$ cat src/design/smm_pkg.sv
// Shared types and constants for the set membership mask block.
// Used by the cell, the top level and the port checker; no dependencies.
`default_nettype none

package smm_pkg;

  // The comparator chain has a fixed number of cells; entry k of the test set
  // lives in cell (k mod NUM_CELLS) at row (k / NUM_CELLS).
  localparam int NUM_CELLS = 8;
  localparam int CELL_W    = 3;

  localparam int          OUT_W     = 32;
  localparam logic [31:0] MASK_ALL  = 32'hFFFF_FFFF;
  localparam logic [31:0] MASK_NONE = 32'h0000_0000;

  typedef enum logic [1:0] {
    ACT_LOAD  = 2'd0,
    ACT_QUERY = 2'd1,
    ACT_CLEAR = 2'd2
  } action_t;

  typedef enum logic [1:0] {
    ST_IDLE  = 2'd0,
    ST_SWEEP = 2'd1,
    ST_DRAIN = 2'd2
  } state_t;

  // Control part of a row token moving down the cell chain.
  typedef struct packed {
    logic valid;
    logic last;
    logic hit;
  } smm_tok_t;

endpackage

`default_nettype wire

$ cat src/design/smm_ram.sv
// Generic single-write, single-read RAM with a registered read port.
// No dependencies.
`default_nettype none

module smm_ram #(
  parameter int WIDTH = 32,
  parameter int DEPTH = 128,
  parameter int AW    = (DEPTH > 1) ? $clog2(DEPTH) : 1
) (
  input  wire logic             clk,
  input  wire logic             we,
  input  wire logic [AW-1:0]    waddr,
  input  wire logic [WIDTH-1:0] wdata,
  input  wire logic [AW-1:0]    raddr,
  output logic      [WIDTH-1:0] rdata
);

  logic [WIDTH-1:0] mem [DEPTH];
  logic [WIDTH-1:0] rdata_r;

  always_ff @(posedge clk) begin
    if (we) begin
      mem[waddr] <= wdata;
    end
    rdata_r <= mem[raddr];
  end

  assign rdata = rdata_r;

endmodule

`default_nettype wire

$ cat src/design/smm_cell.sv
// One cell of the comparator chain: a bank of the test set and one comparator.
// Depends on smm_pkg and smm_ram.
`default_nettype none

module smm_cell #(
  parameter int DATA_WIDTH = 32,
  parameter int ROWS       = 128,
  parameter int ROW_W      = 7,
  parameter int CNT_W      = 11,
  parameter int CELL_IDX   = 0
) (
  input  wire logic                         clk,
  input  wire logic                         rst_n,
  input  wire logic [CNT_W-1:0]             count,
  input  wire logic                         ld_en,
  input  wire logic [smm_pkg::CELL_W-1:0]   ld_cell,
  input  wire logic [ROW_W-1:0]             ld_row,
  input  wire logic [DATA_WIDTH-1:0]        ld_data,
  input  wire smm_pkg::smm_tok_t            tok_in,
  input  wire logic [ROW_W-1:0]             row_in,
  input  wire logic [DATA_WIDTH-1:0]        key_in,
  output smm_pkg::smm_tok_t                 tok_out,
  output logic      [ROW_W-1:0]             row_out,
  output logic      [DATA_WIDTH-1:0]        key_out
);

  localparam int CELL_W = smm_pkg::CELL_W;
  localparam int CMP_W  = (ROW_W + CELL_W > CNT_W) ? ROW_W + CELL_W : CNT_W;

  smm_pkg::smm_tok_t       tok_a_r;
  logic [ROW_W-1:0]        row_a_r;
  logic [DATA_WIDTH-1:0]   key_a_r;
  logic [DATA_WIDTH-1:0]   rd_data;
  logic [CMP_W-1:0]        ent_idx;
  logic                    ent_valid;
  logic                    wr_en;

  assign wr_en = ld_en && (ld_cell == CELL_W'(CELL_IDX));

  // The bank is read with the incoming row, so the data lines up with the
  // token once it has been registered here.
  smm_ram #(
    .WIDTH (DATA_WIDTH),
    .DEPTH (ROWS),
    .AW    (ROW_W)
  ) u_bank (
    .clk   (clk),
    .we    (wr_en),
    .waddr (ld_row),
    .wdata (ld_data),
    .raddr (row_in),
    .rdata (rd_data)
  );

  always_ff @(posedge clk) begin
    if (!rst_n) begin
      tok_a_r <= '0;
    end else begin
      tok_a_r <= tok_in;
    end
  end

  always_ff @(posedge clk) begin
    row_a_r <= row_in;
    key_a_r <= key_in;
  end

  // Only entries below the fill count take part; the rest of the last row
  // holds stale or never-written data.
  assign ent_idx   = CMP_W'({row_a_r, CELL_W'(CELL_IDX)});
  assign ent_valid = ent_idx < CMP_W'(count);

  always_comb begin
    tok_out       = tok_a_r;
    tok_out.hit   = tok_a_r.hit || (tok_a_r.valid && ent_valid && (rd_data == key_a_r));
  end

  assign row_out = row_a_r;
  assign key_out = key_a_r;

endmodule

`default_nettype wire

$ cat config.mk
export PLATFORM = sky130hd
export DESIGN_NAME = smm_cell
export DESIGN_NICKNAME = d
export VERILOG_FILES = /design/src/design/smm_pkg.sv /design/src/design/smm_ram.sv /design/src/design/smm_cell.sv
export SDC_FILE = /design/constraint.sdc
export NUM_CORES = 2
export LEC_CHECK = 0
export BUFFER_PORTS_ARGS = -buffer_cell sky130_fd_sc_hd__buf_2
export CAP_MARGIN = 25
export CORE_MARGIN = 2
export CORE_UTILIZATION = 57
export CTS_BUF_LIST = sky130_fd_sc_hd__clkbuf_16
export DETAILED_ROUTE_END_ITERATION = 12
export PLACE_DENSITY = 0.76
export RECOVER_POWER = 25
export SYNTH_ARGS = -nofsm -noshare
export SYNTH_HDL_FRONTEND = slang
export SYNTH_SLANG_ARGS = --single-unit
$ cat constraint.sdc
create_clock -name clk -period 6.04 [get_ports clk]
set_input_delay 1.812 -clock clk [delete_from_list [all_inputs] [get_ports clk]]
set_output_delay 1.812 -clock clk [all_outputs]
set_load 0.03 [all_outputs]
# Word level (Yosys, flattened, before mapping)
# Memory sizes are Yosys's and may differ from the RTL's. A register that Yosys moved wholly into a read port is not among the register bits.
# Cells that the tools add are included.
[op_classes]
n_eq_ne = 1
muxes = 2
order_cmp = 1
reduce_logical = 5
[op_table]
columns = ["op", "count"]
rows = [
  ["$eq 32x32->1", 1],
  ["$lt 10x11->1", 1],
  ["$logic_and 1x1->1", 3],
  ["$logic_not 3->1", 1],
  ["$mux 1", 2],
  ["$logic_or 1x1->1", 1],
]
[word_totals]
ram_bits = 4096
regBits = 42
out_inout_bits = 42
in_bits = 98
elab_cells = 15
memories = 1
[memory_table]
columns = ["name", "depth", "word_bits", "rd", "rd_clocked_by_memory_dff", "write_ports", "line", "rtl"]
rows = [
  ["u_bank.mem", 128, 32, 1, 1, 1, "smm_ram.sv:18", "logic [WIDTH-1:0] mem [DEPTH];"],
]

# Logic depth before layout (Yosys ltp)
[logic_depth]
depth_word = 4
mapped_depth = 9
mapped_depth_nobuf = 7

# By module
# From an unflattened synthesis, not the netlist that was laid out.
[hier_totals]
hier_cells = 6109
area_unflattened_um2 = 157733.8
[by_module_without_submodules]
columns = ["mod", "n_inst", "seq_area_each_um2", "cells_per_inst", "area_each_um2"]
rows = [
  ["smm_ram", 1, 123638.6, 5990, 156276.1],
  ["smm_cell", 1, 840.8, 119, 1457.6],
]

# Least setup slack after synthesis
# OpenSTA, ideal clock, no wires.
[synth_timing]
path_kind = "input -> register"
from = "in ld_cell[1] (netlist bit)"
to = "mem u_bank.mem[80][0] (enable)"
path_stages = 4
arrival_time_ns = 5.804
setup_time_ns = 0.502
required_ns = 5.538
n_path_buf = 0
slack_ns = -0.266
cell_sequence = "nor4b_2 > and2_1 > nand2_1 > nor4_1"
[synth_between]
elab_chain_cells = 4
[synth_rtl]
columns = ["item", "line", "rtl"]
rows = [
  ["start, declared", "smm_cell.sv:16", "input wire logic [smm_pkg::CELL_W-1:0] ld_cell,"],
  ["$logic_not 3->1", "smm_cell.sv:38", "assign wr_en = ld_en && (ld_cell == CELL_W'(CELL_IDX));"],
  ["$logic_and 1x1->1", "smm_cell.sv:38", ""],
  ["$mux 1", "smm_ram.sv:22", "if (we) begin"],
  ["$mux 1 (implied by the code)", "smm_ram.sv:23", "mem[waddr] <= wdata;"],
  ["end, declared", "smm_ram.sv:18", ""],
]
# No other way between the ends.

# Worst setup path after layout
[layout_timing]
from = "in ld_data[15]"
to = "mem u_bank.mem[68][15], data pin"
[layout_lines]
columns = ["item", "line", "rtl"]
rows = [
  ["start, declared", "smm_cell.sv:18", "input wire logic [DATA_WIDTH-1:0] ld_data,"],
]
# Straight into the memory's write port.

==> results.md <==
- Ys Warns: 0
- Startpoint type of the worst setup path: input pin
- Setup-failing EPs final: 0
- Grt ovf: 0
- Final Slew Violations: 2382
- Htree depth: 5
- Initial core utilization: 57.2%
- Clock power share: 41.2%
- Sw frac: 21.0%
- Syn_nets: 8762
- ANT nets after route: 0
- Post-route DRC: 0
- Average routed wire per standard cell: 32.5 um
- Worst Clk Skew: 0.0666 ns
- Max Root-Sink Buffers: 4
- Post-cts resize count: 0
- Antenna violations before repair: 49
- Worst-Skew Late Latency: 0.96 ns
- Fill count: 17968
- Clock sink count: 4170
- Failing checks: max-capacitance violations, max-slew violations
- Combinational power share: 4.4%
- Register area share after synthesis: 78.1%
- PnR worst setup slack: 0.617 ns
- Global Route Usage Sum: 29.5%
- Slew @ Worst Pin: 4.54 ns
- Pin count of the biggest net entering global routing: 96
- Num rows: 194
- Synth top area share: 77.1%
- CP peak stage delay: 2.85 ns
- Port Buffers: 139
- Slowest-stage cell, CP: clkbuf_1
- Peak VDD IR: 0.000249 V
- Die Ht: 533 um
- Largest area contributor in the netlist: edfxtp_1
- Power Internal: 46.4 mW
- R2R Path End: u_bank.rdata[10]
- Proportion of layout cells with a drive suffix above 1: 12.7%
- Tmin final: 5.42 ns
- Unrepaired setup endpoints after global routing: no
- Multi-input gate area: 0.0337 mm^2
- Final Power: 58.7 mW
- Via count: 86936
- Psw: 12.3 mW
- Fin. Hold Viols: 0
- Fmax: 184 MHz
- Post-Route Utilization: 64.7%
- Worst path bufs/invs: 3
- Vias per inst: 6.58
- Register area: 0.124 mm^2
- CTS tree: yes
- Postcts setup bufs: 0
- Finished Layout Cells: 13211
- Period utilisation layout: 89.8%
- Async set or reset register ratio after synthesis: 0%
- Max Cap Violations: 35
- Crit path DAT: 6.03 ns
- EDFF count, synth: 4096
- CP required: 6.65 ns
- # hold bufs at CTS: 0
- Area contributors post-synth: edfxtp_1 77%, mux2i_1 13%, a22oi_1 4.2%, buf_2 1.2%, dfxtp_1 0.93%
- Placed cells: 12448
- Outcome: complete, but fails checks
- Capture point of the worst path: u_bank.mem[68][15]
- Vias in the first global route: 85284
- Die area: 0.284 mm^2
- Syn Std Cell Area: 0.159 mm^2
- Most used cell, CP: clkbuf_1
- P&R area growth vs syn: 13.2%
- Relative slew slack: -202%
- Final HPWL DP: 241000 um
- Setup TNS: 0 ns
- Synth Area per Inst: 18.4 um^2
- Most common cell in the synthesized netlist: edfxtp_1
- Reg power frac: 54.4%
- DR iter-0 viols: 11462
- Clk root buf: clkbuf_16
- Worst setup EP type: flip-flop
- Worst-path cell chain: clkbuf_1 -> clkbuf_1 -> buf_4
- Place WS: 0.869 ns
- Yosys cell types: 40
- First-pass GRT wire length: 600000 um
- Die X: 533 um
- Crit Reg-Reg Startpoint: u_bank.mem[64][10]
- Placeable Area: 0.279 mm^2
- Power Dens Cells: 325 mW/mm^2
- Commonest cells in the netlist: 4096 x edfxtp_1, 2048 x mux2i_1, 896 x a22oi_1
- Routed wire length: 429000 um
- I/O pin total: 140
- Gpl congestion: 0.894
- Final nets: 9234
- HP Class: flip-flop to flip-flop
- Synth Instances: 8657
- Worst reg2reg setup slack: 3.59 ns
- Leak: 62.3 nW
- CTS Buf Count: 395
- CP Class: input pin to flip-flop
- Delay-heaviest family, CP: buffers and inverters
- Crit Path Max Fanout: 71
- FF-to-FF path depth: 5
- Crit path launch: ld_data[15]
- Top FF cell, synth: edfxtp_1
- Yosys reg bits: 4170
- WP depth: 3
- Worst-path clk slew: 0.06 ns
- Drt pass-1 iters: 8
-- worst reg2reg max path: stages, from the launching register on --
cell and delay (ns):
edfxtp_1 0.35, mux2i_1 0.09, a22oi_1 0.27, nand4_1 0.38, nor3_1 1.06, or4_1 0.25
-- stage by stage --
stage / hold slack, ns / cell area, um^2
3_5_place_dp: 0.806 / 168000
2_1_floorplan: 0.726 / 159000
5_1_grt: 0.947 / 180000
6_report: 0.869 / 180000
3_3_place_gp: 0.789 / 168000
4_1_cts: 0.857 / 180000
-- logic make-up after synthesis --
kind of cell / Yosys count / share of synthesized area (%)
xor gates and xnor gates: 32 / 0.176
and+or+nand+nor: 879 / 2.72
DFF: 4170 / 78.1
AOI/OAI and AO/OA: 1031 / 4.65
muxes: 2048 / 12.9
adders and majority gates: 7 / 0.0549
buffers and inverters: 490 / 1.47
-- layout make-up --
class                      count  share of cell area, %
antenna                       41                 0.0568
clock buffer                 401                   5.56
clock inverter               313                   1.41
inverter                       7                 0.0146
multi-input combinational   3997                   18.7
sequential                  4170                   69.0
tap                         3724                   2.58
timing repair buffer         558                   2.71
-- registers in the layout, indices dropped and copies added (netlist names) --
register / cells
row_out: 7
tok_a_r: 1
u_bank.mem: 4096
key_out: 32
tok_out: 2
u_bank.rdata: 32
-- cells in the final DEF, fill, tap and decap left out, types with 6 or more instances in the layout --
master	synthesis	final
a21oi_1	129	129
a22oi_1	896	896
and4bb_4	0	6
buf_12	0	87
buf_2	394	100
buf_4	4	318
bufinv_16	0	41
clkbuf_1	71	48
clkbuf_16	0	401
clkinv_1	0	96
clkinv_2	0	56
clkinvlp_4	0	8
dfxtp_1	74	74
diode_2	0	41
edfxtp_1	4096	4096
ha_1	7	7
inv_1	7	96
inv_6	0	8
mux2i_1	2048	2048
nand2_1	269	267
nand3_1	137	136
nand4_1	137	137
nor2_4	0	126
nor3_1	129	120
nor3_2	0	9
or4_1	32	32
xnor2_1	29	29
-- power by group through the flow --
| stage | Sequential, mW | Combinational, mW | Clock [mW] |
|---|---|---|---|
| 4_1_cts | 31.9 | 2.53 | 24.3 |
| 6_report | 31.9 | 2.57 | 24.2 |
| 3_5_place_dp | 32.5 | 2.52 | 0 |
| 5_1_grt | 31.9 | 2.66 | 25.5 |
| 2_1_floorplan | 32.5 | 1.21 | 0 |
| 3_3_place_gp | 32.5 | 2.43 | 0 |
-- worst min path at each step --
stage	cells after the start	to	slack (ns)	start
CTS	5	u_bank.rdata[29]	0.86	u_bank.mem[85][29]
finish	5	u_bank.rdata[29]	0.87	u_bank.mem[85][29]
global route	1	key_out[15]	0.95	key_in[15]
global placement	5	u_bank.rdata[29]	0.79	u_bank.mem[81][29]
detailed placement	5	u_bank.rdata[29]	0.81	u_bank.mem[81][29]
floorplan	5	u_bank.rdata[0]	0.73	u_bank.mem[49][0]
-- routing by layer --
| metal | routed length, um | vias up | global-route usage, % | part of all wire (%) |
|---|---|---|---|---|
| met5 | 115 | - | 0 | 0.027 |
| met4 | 24100 | 14 | 15.2 | 5.6 |
| met3 | 47900 | 1038 | 5.92 | 11 |
| met2 | 205000 | 5777 | 47.5 | 48 |
| met1 | 153000 | 44218 | 38.4 | 36 |
| li1 | - | 35889 | - | - |
Note: power is estimated with default switching activity, not from simulation.
